<file path="src/rtl/urtp_pkg.sv">
// Shared types and constants of the user record text parser.
`timescale 1ns / 1ps
`default_nettype none

package urtp_pkg;

	// Result status codes
	typedef enum logic [2:0] {
		ST_OK        = 3'd0,
		ST_HASH_LEN  = 3'd1,
		ST_NAME_LONG = 3'd2,
		ST_BAD_ROLE  = 3'd3,
		ST_ENDED     = 3'd4
	} status_t;

	// Configuration register indexes
	localparam logic [1:0] REG_ROLE_NONE  = 2'd0;
	localparam logic [1:0] REG_ROLE_USER  = 2'd1;
	localparam logic [1:0] REG_ROLE_QUERY = 2'd2;

	localparam int CFG_INDEX_W = 2;
	localparam int CFG_DATA_W  = 8;

	// Role masks as seen by the parser
	typedef struct packed {
		logic [7:0] none_mask;
		logic [7:0] user_mask;
		logic [7:0] query_mask;
	} cfg_t;

	// One finished record
	typedef struct packed {
		status_t     status;
		logic [63:0] user_id;
		logic [4:0]  name_length;
		logic [63:0] name_word0;
		logic [63:0] name_word1;
		logic [63:0] name_word2;
		logic [63:0] name_word3;
		logic [63:0] password_hash;
		logic [7:0]  roles;
	} result_t;

endpackage

`default_nettype wire

</file>
<file path="src/rtl/urtp_char_if.sv">
// Character channel: valid, ready and one text character.
`timescale 1ns / 1ps
`default_nettype none

interface urtp_char_if;
	logic       valid;
	logic       ready;
	logic [7:0] char_in;
	logic       input_ended;

	modport source (output valid, output char_in, output input_ended, input ready);
	modport sink   (input valid, input char_in, input input_ended, output ready);
endinterface

`default_nettype wire

</file>
<file path="src/rtl/urtp_rec_if.sv">
// Record channel: valid, ready and one parsed user record.
`timescale 1ns / 1ps
`default_nettype none

interface urtp_rec_if;
	logic        valid;
	logic        ready;
	logic [2:0]  status;
	logic [63:0] user_id;
	logic [4:0]  name_length;
	logic [63:0] name_word0;
	logic [63:0] name_word1;
	logic [63:0] name_word2;
	logic [63:0] name_word3;
	logic [63:0] password_hash;
	logic [7:0]  roles;

	modport source (
		output valid, output status, output user_id, output name_length,
		output name_word0, output name_word1, output name_word2, output name_word3,
		output password_hash, output roles, input ready
	);
	modport sink (
		input valid, input status, input user_id, input name_length,
		input name_word0, input name_word1, input name_word2, input name_word3,
		input password_hash, input roles, output ready
	);
endinterface

`default_nettype wire

</file>
<file path="src/rtl/user_record_text_parser.sv">
// Top level: user record text parser.
// Takes one character per cycle unless the result register is full and not being read;
// the character that finishes a record passes through the input register, then the
// parsing step on the record state, into the result register.
// Reset clears the record state to the id phase and sets the role masks to 0, 1, 2.
`timescale 1ns / 1ps
`default_nettype none

module user_record_text_parser #(
	parameter int NAME_CAPACITY = 32,
	parameter int HASH_DIGITS   = 16
) (
	input  wire logic                             clk,
	input  wire logic                             arst_n,
	urtp_char_if.sink                             text,
	urtp_rec_if.source                            record,
	input  wire logic                             cfg_wr_en,
	input  wire logic [urtp_pkg::CFG_INDEX_W-1:0] cfg_index,
	input  wire logic [urtp_pkg::CFG_DATA_W-1:0]  cfg_data
);
	import urtp_pkg::*;

	cfg_t    cfg;
	result_t res;
	logic    res_load;
	logic    out_free;

	urtp_cfg_regs u_cfg (
		.clk    (clk),
		.arst_n (arst_n),
		.wr_en  (cfg_wr_en),
		.index  (cfg_index),
		.data   (cfg_data),
		.cfg    (cfg)
	);

	urtp_parse_core #(
		.NAME_CAPACITY (NAME_CAPACITY),
		.HASH_DIGITS   (HASH_DIGITS)
	) u_core (
		.clk      (clk),
		.arst_n   (arst_n),
		.text     (text),
		.cfg      (cfg),
		.out_free (out_free),
		.res_load (res_load),
		.res      (res)
	);

	urtp_out_reg u_out (
		.clk      (clk),
		.arst_n   (arst_n),
		.load     (res_load),
		.res      (res),
		.out_free (out_free),
		.record   (record)
	);

endmodule

`default_nettype wire

</file>
<file path="src/rtl/urtp_cfg_regs.sv">
// Role mask registers behind the plain write port.
`timescale 1ns / 1ps
`default_nettype none

module urtp_cfg_regs (
	input  wire logic                            clk,
	input  wire logic                            arst_n,
	input  wire logic                            wr_en,
	input  wire logic [urtp_pkg::CFG_INDEX_W-1:0] index,
	input  wire logic [urtp_pkg::CFG_DATA_W-1:0]  data,
	output urtp_pkg::cfg_t                       cfg
);
	import urtp_pkg::*;

	cfg_t cfg_q;

	// Take a write into the addressed mask; ignore unknown indexes
	always_ff @(posedge clk or negedge arst_n) begin
		if (!arst_n) begin
			cfg_q.none_mask  <= 8'h00;
			cfg_q.user_mask  <= 8'h01;
			cfg_q.query_mask <= 8'h02;
		end else if (wr_en) begin
			case (index)
				REG_ROLE_NONE:  cfg_q.none_mask  <= data[7:0];
				REG_ROLE_USER:  cfg_q.user_mask  <= data[7:0];
				REG_ROLE_QUERY: cfg_q.query_mask <= data[7:0];
				default: ;
			endcase
		end
	end

	assign cfg = cfg_q;

endmodule

`default_nettype wire

</file>
<file path="src/rtl/urtp_parse_core.sv">
// Input register and record parsing step with the record state.
`timescale 1ns / 1ps
`default_nettype none

module urtp_parse_core #(
	parameter int NAME_CAPACITY = 32,
	parameter int HASH_DIGITS   = 16
) (
	input  wire logic       clk,
	input  wire logic       arst_n,
	urtp_char_if.sink       text,
	input  wire urtp_pkg::cfg_t cfg,
	input  wire logic       out_free,
	output logic            res_load,
	output urtp_pkg::result_t res
);
	import urtp_pkg::*;

	// Only the first 32 name bytes are ever visible
	localparam int NAME_DEPTH = (NAME_CAPACITY < 32) ? NAME_CAPACITY : 32;
	localparam int NAME_IDX_W = $clog2(NAME_DEPTH);

	typedef enum logic [1:0] {PH_ID, PH_NAME, PH_HASH, PH_ROLE} phase_t;

	// Character classes
	function automatic logic is_digit(input logic [7:0] c);
		return (c >= 8'h30) && (c <= 8'h39);
	endfunction

	function automatic logic is_letter(input logic [7:0] c);
		return ((c >= 8'h61) && (c <= 8'h7a)) || ((c >= 8'h41) && (c <= 8'h5a));
	endfunction

	function automatic logic is_lower_hex(input logic [7:0] c);
		return (c >= 8'h61) && (c <= 8'h66);
	endfunction

	function automatic logic is_blank(input logic [7:0] c);
		return (c == 8'h09) || (c == 8'h0a) || (c == 8'h0d) || (c == 8'h20);
	endfunction

	// Input register
	logic       valid_s1;
	logic [7:0] char_s1;
	logic       ended_s1;

	// Record state
	phase_t      phase_q, phase_d;
	logic [5:0]  cnt_q, cnt_d;
	logic [63:0] id_q, id_d;
	logic [63:0] hash_q, hash_d;
	logic [7:0]  roles_q, roles_d;
	logic [5:0]  name_len_q, name_len_d;
	logic [7:0]  name_q [NAME_DEPTH];
	logic        name_we;
	logic        emit;
	status_t     emit_status;

	logic        step_en;
	logic [5:0]  cnt_inc;
	logic [67:0] id_sum;
	logic [3:0]  digit;
	logic [255:0] name_flat;

	assign step_en    = valid_s1 && out_free;
	assign text.ready = !valid_s1 || out_free;

	// Hold a character until the step can consume it
	always_ff @(posedge clk or negedge arst_n) begin
		if (!arst_n) begin
			valid_s1 <= 1'b0;
		end else if (text.ready) begin
			valid_s1 <= text.valid;
		end
	end

	always_ff @(posedge clk) begin
		if (text.ready && text.valid) begin
			char_s1  <= text.char_in;
			ended_s1 <= text.input_ended;
		end
	end

	assign cnt_inc = (cnt_q == 6'h3f) ? cnt_q : cnt_q + 6'd1;
	assign digit   = is_digit(char_s1) ? 4'(char_s1 - 8'h30) : 4'(char_s1 - 8'h57);
	// id * 10 + digit with headroom to spot overflow
	assign id_sum  = ({4'b0, id_q} << 3) + ({4'b0, id_q} << 1) + 68'(digit);

	// Work out the next record state and any result
	always_comb begin
		phase_d     = phase_q;
		cnt_d       = cnt_q;
		id_d        = id_q;
		hash_d      = hash_q;
		roles_d     = roles_q;
		name_len_d  = name_len_q;
		name_we     = 1'b0;
		emit        = 1'b0;
		emit_status = ST_OK;
		if (ended_s1) begin
			emit        = 1'b1;
			emit_status = ST_ENDED;
		end else begin
			case (phase_q)
				PH_ID: begin
					if (is_blank(char_s1)) begin
						if (cnt_q != 6'd0) begin
							phase_d = PH_NAME;
							cnt_d   = 6'd0;
						end
					end else if (is_digit(char_s1)) begin
						id_d  = (id_sum[67:64] != 4'd0) ? {64{1'b1}} : id_sum[63:0];
						cnt_d = cnt_inc;
					end
				end
				PH_NAME: begin
					if (is_blank(char_s1)) begin
						if (cnt_q != 6'd0) begin
							name_len_d = cnt_q;
							phase_d    = PH_HASH;
							cnt_d      = 6'd0;
						end
					end else if (is_digit(char_s1) || is_letter(char_s1)) begin
						name_we = ({1'b0, cnt_q} < 7'(NAME_DEPTH));
						cnt_d   = cnt_inc;
						if ({1'b0, cnt_inc} >= 7'(NAME_CAPACITY)) begin
							emit        = 1'b1;
							emit_status = ST_NAME_LONG;
						end
					end
				end
				PH_HASH: begin
					if (is_blank(char_s1)) begin
						if (cnt_q != 6'd0) begin
							if (cnt_q != 6'(HASH_DIGITS)) begin
								emit        = 1'b1;
								emit_status = ST_HASH_LEN;
							end else begin
								phase_d = PH_ROLE;
								cnt_d   = 6'd0;
							end
						end
					end else if (is_digit(char_s1) || is_lower_hex(char_s1)) begin
						hash_d = {hash_q[59:0], digit};
						cnt_d  = cnt_inc;
					end
				end
				PH_ROLE: begin
					if (is_blank(char_s1)) begin
						if (cnt_q != 6'd0) begin
							emit        = 1'b1;
							emit_status = ST_OK;
						end
					end else if (char_s1 == 8'h2d) begin
						roles_d = roles_q | cfg.none_mask;
						cnt_d   = cnt_inc;
					end else if (char_s1 == 8'h75) begin
						roles_d = roles_q | cfg.user_mask;
						cnt_d   = cnt_inc;
					end else if (char_s1 == 8'h71) begin
						roles_d = roles_q | cfg.query_mask;
						cnt_d   = cnt_inc;
					end else if (is_letter(char_s1)) begin
						emit        = 1'b1;
						emit_status = ST_BAD_ROLE;
					end
				end
				default: ;
			endcase
		end
		// Restart at the id phase after any result
		if (emit) begin
			phase_d = PH_ID;
			cnt_d   = 6'd0;
			id_d    = 64'd0;
			hash_d  = 64'd0;
			roles_d = 8'd0;
		end
	end

	// Advance the record state on each consumed character
	always_ff @(posedge clk or negedge arst_n) begin
		if (!arst_n) begin
			phase_q    <= PH_ID;
			cnt_q      <= 6'd0;
			id_q       <= 64'd0;
			hash_q     <= 64'd0;
			roles_q    <= 8'd0;
			name_len_q <= 6'd0;
		end else if (step_en) begin
			phase_q    <= phase_d;
			cnt_q      <= cnt_d;
			id_q       <= id_d;
			hash_q     <= hash_d;
			roles_q    <= roles_d;
			name_len_q <= name_len_d;
		end
	end

	// Store name bytes; bytes past the name length are masked on the way out
	always_ff @(posedge clk) begin
		if (step_en && name_we) begin
			name_q[cnt_q[NAME_IDX_W-1:0]] <= char_s1;
		end
	end

	for (genvar i = 0; i < 32; i++) begin : g_name
		if (i < NAME_DEPTH) begin : g_used
			assign name_flat[8*i +: 8] = (6'(i) < name_len_q) ? name_q[i] : 8'h00;
		end else begin : g_unused
			assign name_flat[8*i +: 8] = 8'h00;
		end
	end

	// Build the result; fields other than status are zero unless the record is good
	assign res_load = step_en && emit;

	always_comb begin
		res        = '0;
		res.status = emit_status;
		if (emit_status == ST_OK) begin
			res.user_id       = id_q;
			res.name_length   = (name_len_q > 6'd31) ? 5'd31 : name_len_q[4:0];
			res.name_word0    = name_flat[63:0];
			res.name_word1    = name_flat[127:64];
			res.name_word2    = name_flat[191:128];
			res.name_word3    = name_flat[255:192];
			res.password_hash = hash_q;
			res.roles         = roles_q;
		end
	end

endmodule

`default_nettype wire

</file>
<file path="src/rtl/urtp_out_reg.sv">
// Result register that holds a record until the sink takes it.
`timescale 1ns / 1ps
`default_nettype none

module urtp_out_reg (
	input  wire logic         clk,
	input  wire logic         arst_n,
	input  wire logic         load,
	input  wire urtp_pkg::result_t res,
	output logic              out_free,
	urtp_rec_if.source        record
);
	import urtp_pkg::*;

	logic    valid_q;
	result_t res_q;

	assign out_free = !valid_q || record.ready;

	// Hold the item until taken; refill in the same cycle it leaves
	always_ff @(posedge clk or negedge arst_n) begin
		if (!arst_n) begin
			valid_q <= 1'b0;
		end else if (out_free) begin
			valid_q <= load;
		end
	end

	always_ff @(posedge clk) begin
		if (out_free && load) begin
			res_q <= res;
		end
	end

	assign record.valid         = valid_q;
	assign record.status        = res_q.status;
	assign record.user_id       = res_q.user_id;
	assign record.name_length   = res_q.name_length;
	assign record.name_word0    = res_q.name_word0;
	assign record.name_word1    = res_q.name_word1;
	assign record.name_word2    = res_q.name_word2;
	assign record.name_word3    = res_q.name_word3;
	assign record.password_hash = res_q.password_hash;
	assign record.roles         = res_q.roles;

endmodule

`default_nettype wire
</file>
<file path="src/flat_wrapper.sv">
// flat-port wrapper written by rule: the top's interface ports become plain ports
module user_record_text_parser_flat import urtp_pkg::*;
#(
	parameter int NAME_CAPACITY = 32,
	parameter int HASH_DIGITS   = 16
)
  (clk, arst_n, cfg_wr_en, cfg_index, cfg_data, text_valid, text_char_in, text_input_ended, text_ready, record_valid, record_status, record_user_id, record_name_length, record_name_word0, record_name_word1, record_name_word2, record_name_word3, record_password_hash, record_roles, record_ready);
  urtp_char_if text_i ();
  urtp_rec_if record_i ();
  input  wire logic clk;
  input  wire logic arst_n;
  input  wire logic cfg_wr_en;
  input  wire logic [urtp_pkg::CFG_INDEX_W-1:0] cfg_index;
  input  wire logic [urtp_pkg::CFG_DATA_W-1:0] cfg_data;
  input wire logic [$bits(text_i.valid)-1:0] text_valid;
  input wire logic [$bits(text_i.char_in)-1:0] text_char_in;
  input wire logic [$bits(text_i.input_ended)-1:0] text_input_ended;
  output wire logic [$bits(text_i.ready)-1:0] text_ready;
  output wire logic [$bits(record_i.valid)-1:0] record_valid;
  output wire logic [$bits(record_i.status)-1:0] record_status;
  output wire logic [$bits(record_i.user_id)-1:0] record_user_id;
  output wire logic [$bits(record_i.name_length)-1:0] record_name_length;
  output wire logic [$bits(record_i.name_word0)-1:0] record_name_word0;
  output wire logic [$bits(record_i.name_word1)-1:0] record_name_word1;
  output wire logic [$bits(record_i.name_word2)-1:0] record_name_word2;
  output wire logic [$bits(record_i.name_word3)-1:0] record_name_word3;
  output wire logic [$bits(record_i.password_hash)-1:0] record_password_hash;
  output wire logic [$bits(record_i.roles)-1:0] record_roles;
  input wire logic [$bits(record_i.ready)-1:0] record_ready;
  assign text_i.valid = text_valid;
  assign text_i.char_in = text_char_in;
  assign text_i.input_ended = text_input_ended;
  assign text_ready = text_i.ready;
  assign record_valid = record_i.valid;
  assign record_status = record_i.status;
  assign record_user_id = record_i.user_id;
  assign record_name_length = record_i.name_length;
  assign record_name_word0 = record_i.name_word0;
  assign record_name_word1 = record_i.name_word1;
  assign record_name_word2 = record_i.name_word2;
  assign record_name_word3 = record_i.name_word3;
  assign record_password_hash = record_i.password_hash;
  assign record_roles = record_i.roles;
  assign record_i.ready = record_ready;
  user_record_text_parser #(.NAME_CAPACITY(NAME_CAPACITY), .HASH_DIGITS(HASH_DIGITS)) u_core (.clk(clk), .arst_n(arst_n), .text(text_i), .record(record_i), .cfg_wr_en(cfg_wr_en), .cfg_index(cfg_index), .cfg_data(cfg_data));
endmodule
</file>
<file path="config.mk">
export PLATFORM = sky130hd
export DESIGN_NAME = user_record_text_parser_flat
export DESIGN_NICKNAME = d
export VERILOG_FILES = /design/src/rtl/urtp_pkg.sv /design/src/rtl/urtp_char_if.sv /design/src/rtl/urtp_rec_if.sv /design/src/rtl/user_record_text_parser.sv /design/src/rtl/urtp_cfg_regs.sv /design/src/rtl/urtp_parse_core.sv /design/src/rtl/urtp_out_reg.sv /design/src/flat_wrapper.sv
export SDC_FILE = /design/constraint.sdc
export NUM_CORES = 1
export LEC_CHECK = 0
export ABC_AREA = 0
export BUFFER_PORTS_ARGS = -buffer_cell sky130_fd_sc_hd__buf_2
export CAP_MARGIN = 25
export CORE_MARGIN = 1.5
export CORE_UTILIZATION = 63
export DETAILED_ROUTE_END_ITERATION = 8
export PLACE_DENSITY_LB_ADDON = 0.1
export SETUP_SLACK_MARGIN = 0.15
export SLEW_MARGIN = 10
export SYNTH_ARGS = -nofsm -noshare
export SYNTH_HDL_FRONTEND = slang
export SYNTH_SLANG_ARGS = --single-unit
</file>
<file path="constraint.sdc">
create_clock -name clk -period 42.3 [get_ports clk]
set_clock_uncertainty 0.1 [all_clocks]
set_input_delay 4.23 -clock clk [delete_from_list [all_inputs] [get_ports clk]]
set_output_delay 4.23 -clock clk [all_outputs]
set_load 0.02 [all_outputs]
</file>
Word level (Yosys, flattened, before mapping)
Memories as Yosys holds them, arrays and structs flattened. A register that Yosys moved wholly into a read port is not among the register bits.
Cells that the tools add are included.
Widths: inputs -> output; s select.
- $add $sub $neg: 5
- bitwise logic cells: 4
- reduce and logical (&&, ||, !) cells: 104
- magnitude comparators: 42
- equality and inequality tests: 30
- multiplexer cells: 80
- operator list (cell ; count):
    $mux 64 ; 11
    $lt 5x6->1 const A ; 16
    $mux 6 ; 16
    $reduce_and 2->1 ; 35
    $add 67x65->68 ; 1
    $add 68x4->68 ; 1
    $mux 8 ; 7
    $lt 4x6->1 const A ; 8
    $logic_not 1->1 ; 34
    $mux 2 ; 17
    $eq 8x4->1 const B ; 3
    $le 8x7->1 const B ; 3
    $lt 3x6->1 const A ; 4
    $ne 3x3->1 const B ; 8
    $or 8x8->8 ; 3
    $pmux 6 s4 ; 1
    $mux 1 ; 22
    $ne 4x4->1 const B ; 5
    $reduce_and 5->1 ; 4
    $eq 8x6->1 const B ; 2
    $eq 8x7->1 const B ; 2
    $ge 8x7->1 const B ; 2
    $lt 1x6->1 const A ; 2
    $lt 2x6->1 const A ; 2
    other kinds (30) ; 56
- bits in registers: 329
- input port bits: 24
- bits in writable memories: 256
- logic and storage cells: 284
- memories: 1
- memory list (name ; words ; width ; rd ports ; clocked after Yosys merged registers in ; wr ports ; RTL line ; source):
    u_core.u_core.name_q ; 32 ; 8 ; 32 ; 32 ; 1 ; urtp_parse_core.sv:54 ; logic [7:0] name_q [NAME_DEPTH];

Longest topological paths before layout
- word-level depth: 13
- depth in mapped cells: 21

Hierarchy
From an unflattened synthesis, not the netlist that was laid out.
- cell total of the unflattened synthesis: 2453
- area total of the unflattened synthesis: 35278.8 µm²
- by module, submodules not included (module ; area an instance (µm²) ; instances ; cells each):
    urtp_parse_core ; 22298.9 ; 1 ; 1998
    urtp_out_reg ; 12065.3 ; 1 ; 404
    urtp_cfg_regs ; 914.6 ; 1 ; 51

Worst setup path before layout
No wires, ideal clock.
- path type: in2reg
- start point: in record_ready
- end point: reg u_core.u_core.phase_q[1]
- path buffers: 1
- setup slack: 25360 ps
- stages on the path: 6
- data arrival time: 16707 ps
- cells stage by stage: nand2b_1 -> nand2_1 -> nor2_1 -> clkbuf_1 -> nor2_1 -> a32o_1
- cells in the longest elaborated chain, start to end: 3
- RTL lines (item ; RTL line ; source):
    start: declaration ; flat_wrapper.sv:29 ; input wire logic [$bits(record_i.ready)-1:0] record_ready;
    $logic_or 1x1->1 ; urtp_out_reg.sv:18 ; assign out_free = !valid_q || record.ready;
    $logic_and 1x1->1 ; urtp_parse_core.sv:65 ; assign step_en = valid_s1 && out_free;
    $reduce_and 10->1 (no line) ; - ;
    end signal: assignment ; urtp_parse_core.sv:191 ; phase_q <= phase_d;
    end: declaration ; urtp_parse_core.sv:48 ; phase_t phase_q, phase_d;
Every way passes these cells.
A chain may end at the register's enable or synchronous reset.

Worst setup path after layout
- start point: in record_ready
- end point: out text_ready
- cells in the longest elaborated chain, start to end: 2
- RTL lines (item ; RTL line ; source):
    $logic_or 1x1->1 ; urtp_out_reg.sv:18 ;
    $logic_or 1x1->1 ; urtp_parse_core.sv:66 ; assign text.ready = !valid_s1 || out_free;
    end: declaration ; flat_wrapper.sv:18 ; output wire logic [$bits(text_i.ready)-1:0] text_ready;
Every way passes these cells.

==> reports/qor.yml <==
floorplan:
  rows: 86
  die_h_um: 240
  ioPinCount: 426
  die_w_um: 240
  die_area_um2: 57400
  coreArea_um2: 55200
  start_util: 0.639
layout:
  finalInstanceArea_um2: 40800
  areaGrowthSynthToFinish_pct: 15.7
  nFillCells: 3531
  drive_gt1_frac: 0.208
  fin_nets: 3099
critical_path:
  regToRegSetupSlack_ns: 35.09
  endpoint_kind: "primary output"
  worstSetupStartpointType: "input port"
  startpoint: "record_ready"
  r2r-start: "u_core.u_core.char_s1[0]"
  r2r_end: "u_core.u_core.id_q[54]"
  critPathKind: "in -> out"
  required_ns: 37.97
  arrival_ns: 4.71
  cp_max_fo: 3
  ff2ff_path_depth: 20
timing:
  slew_viol_final: 0
  finalSetupViolations: 0
  setup_ws_ns: 33.26
  whs_ns: 0.394
  worstMarginPinSlew_ns: 1.18
  relSlewSlack: 0.211
  hold_viol_final: 0
  finalCritPeriodShare: 0.214
  rsz0062_at_grt: "false"
  min_period_ns: 9.04
  fmax_mhz: 111
  tns_ns: 0
yosys:
  synthCells: 2493
  synth-async-reset-ratio: 0.209
  ys_warn_count: 0
  yosysTopAreaCellShare: 0.566
  synth_area_leaders: "edfxtp_1 (57%), dfrtp_1 (12%), and2_1 (6.2%)"
  yosysTopAreaCell: "edfxtp_1"
  syn_area_per_cell_um2: 14.1
  synth_nets: 2659
  netlist_area_um2: 35300
  synth.distinct_cells: 77
  synth_edf_count: 665
  synth-seq-cells: 841
  synthFlopType: "edfxtp_1"
  seq_area_frac_synth: 0.691
pwr:
  total_power_w: 0.00173
  p_per_area_nw_per_um2: 42.4
  p_leak_nw: 17.2
  peakVddDrop_uv: 36.2
clocking:
  clock_path_buffers: 3
  cts_hold_buf: 0
  cts_resized: 0
  clk_pin_slew_ns: 0.06
  cts_max_level: 3
  root_buffer: "clkbuf_16"
  cts_buffers: 83
  clk_latency_ns: 0.62
  clock_sinks: 841
  cts_tree: "yes"
  cts_setup_buffers: 0
min_path:
  min_path_cells: 2
  holdPathEnd: "u_core.u_core.roles_q[3]"
  hold_path.class: "reg -> reg"
  hold_start: "u_core.u_core.roles_q[3]"
global_routing:
  grt_util_all_layers: 0.284
  grt_pass1_vias: 21200
  grt_pass1_wl_um: 123000
  grt_overflow: 0
  antenna_found_initial: 2
  grt_max_degree: 210
detailed_routing:
  ant_nets: 0
  drc_errors: 0
  vias_per_cell: 5.86
  totalWireLength_um: 81500
  post_drt_wl_per_cell_um: 21.7
  via_count: 22000
  drt-pass1-iter-count: 7
  drtIter0Drc: 1650
outcome:
  status: "complete, no violations"
run:
  cap_violations: 0
placement:
  dpl_worst_slack_ns: 33.28
  io_buffers: 425
  hpwl_um: 54900
  gp_congestion: 0.955
  post_dp_cell_area_um2: 38100
critical path: stages:
cell and delay, ns:
buf_2 0.10, nand3b_1 0.18, buf_2 0.19
how the worst max path moves through the flow:
stage / slack, ns / to
after global routing: 33.23 / text_ready
after global placement: 33.29 / text_ready
final: 33.26 / text_ready
after floorplan: 25.36 / u_core.u_core.phase_q[1]
after CTS: 33.28 / text_ready
after detailed placement: 33.28 / text_ready
flip-flops by register name (all words and copies together), names as in the netlist, 24 cells and up:
register / count
u_core.u_out.record.user_id: 64
u_core.u_core.id_q: 64
u_core.u_core.name_q: 256
u_core.u_out.record.name_word1: 64
u_core.u_core.hash_q: 64
u_core.u_out.record.name_word2: 64
u_core.u_out.record.name_word0: 64
u_core.u_cfg.cfg: 24
u_core.u_out.record.password_hash: 64
u_core.u_out.record.name_word3: 64
layer usage:
metal / wire [um] / GRT usage / vias up
met5: 0 / 0 / -
met4: 2020 / 0.0940 / 0
met3: 4800 / 0.0373 / 120
met2: 41000 / 0.479 / 747
met1: 33700 / 0.385 / 11000
li1: - / - / 10100
stage by stage:
| stage | instances | util |
|---|---|---|
| after floorplan | 2493 | - |
| after global placement | 3592 | 0.690 |
| after detailed placement | 3592 | 0.690 |
| after CTS | 3744 | 0.738 |
| after global routing | 3749 | 0.739 |
| final | 3749 | 0.739 |
cells in the final DEF, fill, tap and decap left out, types with 45 or more instances in the layout:
cell       count
a22o_1        65
buf_2        424
and2_1       350
nor2_1       120
clkbuf_16     85
edfxtp_1     665
and3_1        68
dfrtp_1      174
a21oi_1      127
nand2_1      156
o21ai_0       73
a22oi_1       45
ha_1         140
area by class of cell:
type | instances | area (um^2) | share of cell area
antenna | 1 | 2.50 | 0.0000613
clock buffer | 114 | 2290 | 0.0560
clock inverter | 38 | 337 | 0.00825
inverter | 33 | 124 | 0.00303
multi-input combinational | 1523 | 10400 | 0.254
sequential | 841 | 24400 | 0.597
tap | 748 | 936 | 0.0229
timing repair buffer | 451 | 2400 | 0.0588
synthesized netlist by cell type (15+ instances only):
master / number
nor2_1: 123
and3_1: 68
edfxtp_1: 665
o21bai_1: 15
ha_1: 140
nor3_1: 18
o211ai_1: 23
a21oi_1: 127
dfrtp_1: 174
mux2_2: 31
buf_2: 20
inv_1: 33
o21ai_0: 73
nand3_1: 29
xor2_1: 25
xnor2_1: 35
nand2_1: 157
nand4_1: 19
and2_1: 351
a21o_1: 19
clkbuf_1: 64
a22oi_1: 45
a22o_1: 65
cell families (layout without fill, tap and decap cells):
| family | after synthesis | in the layout | share of synthesized area |
|---|---|---|---|
| AO/OA/AOI/OAI | 452 | 452 | 0.0866 |
| XOR/XNOR | 60 | 60 | 0.0149 |
| adder cells (fa/ha/maj) | 142 | 142 | 0.0508 |
| buffers and inverters | 129 | 636 | 0.0160 |
| flip-flops | 841 | 841 | 0.691 |
| multiplexers | 42 | 42 | 0.0130 |
| other | 0 | 1 | 0 |
| AND/OR/NAND/NOR | 827 | 827 | 0.127 |
power by group:
part           switching, W  internal [W]  leakage (nW)
Combinational     0.0000684     0.0000235          7.23
Clock              0.000303      0.000405          1.28
Sequential        0.0000111      0.000920          8.67
No activity file was read; power rests on OpenSTA's default activity.
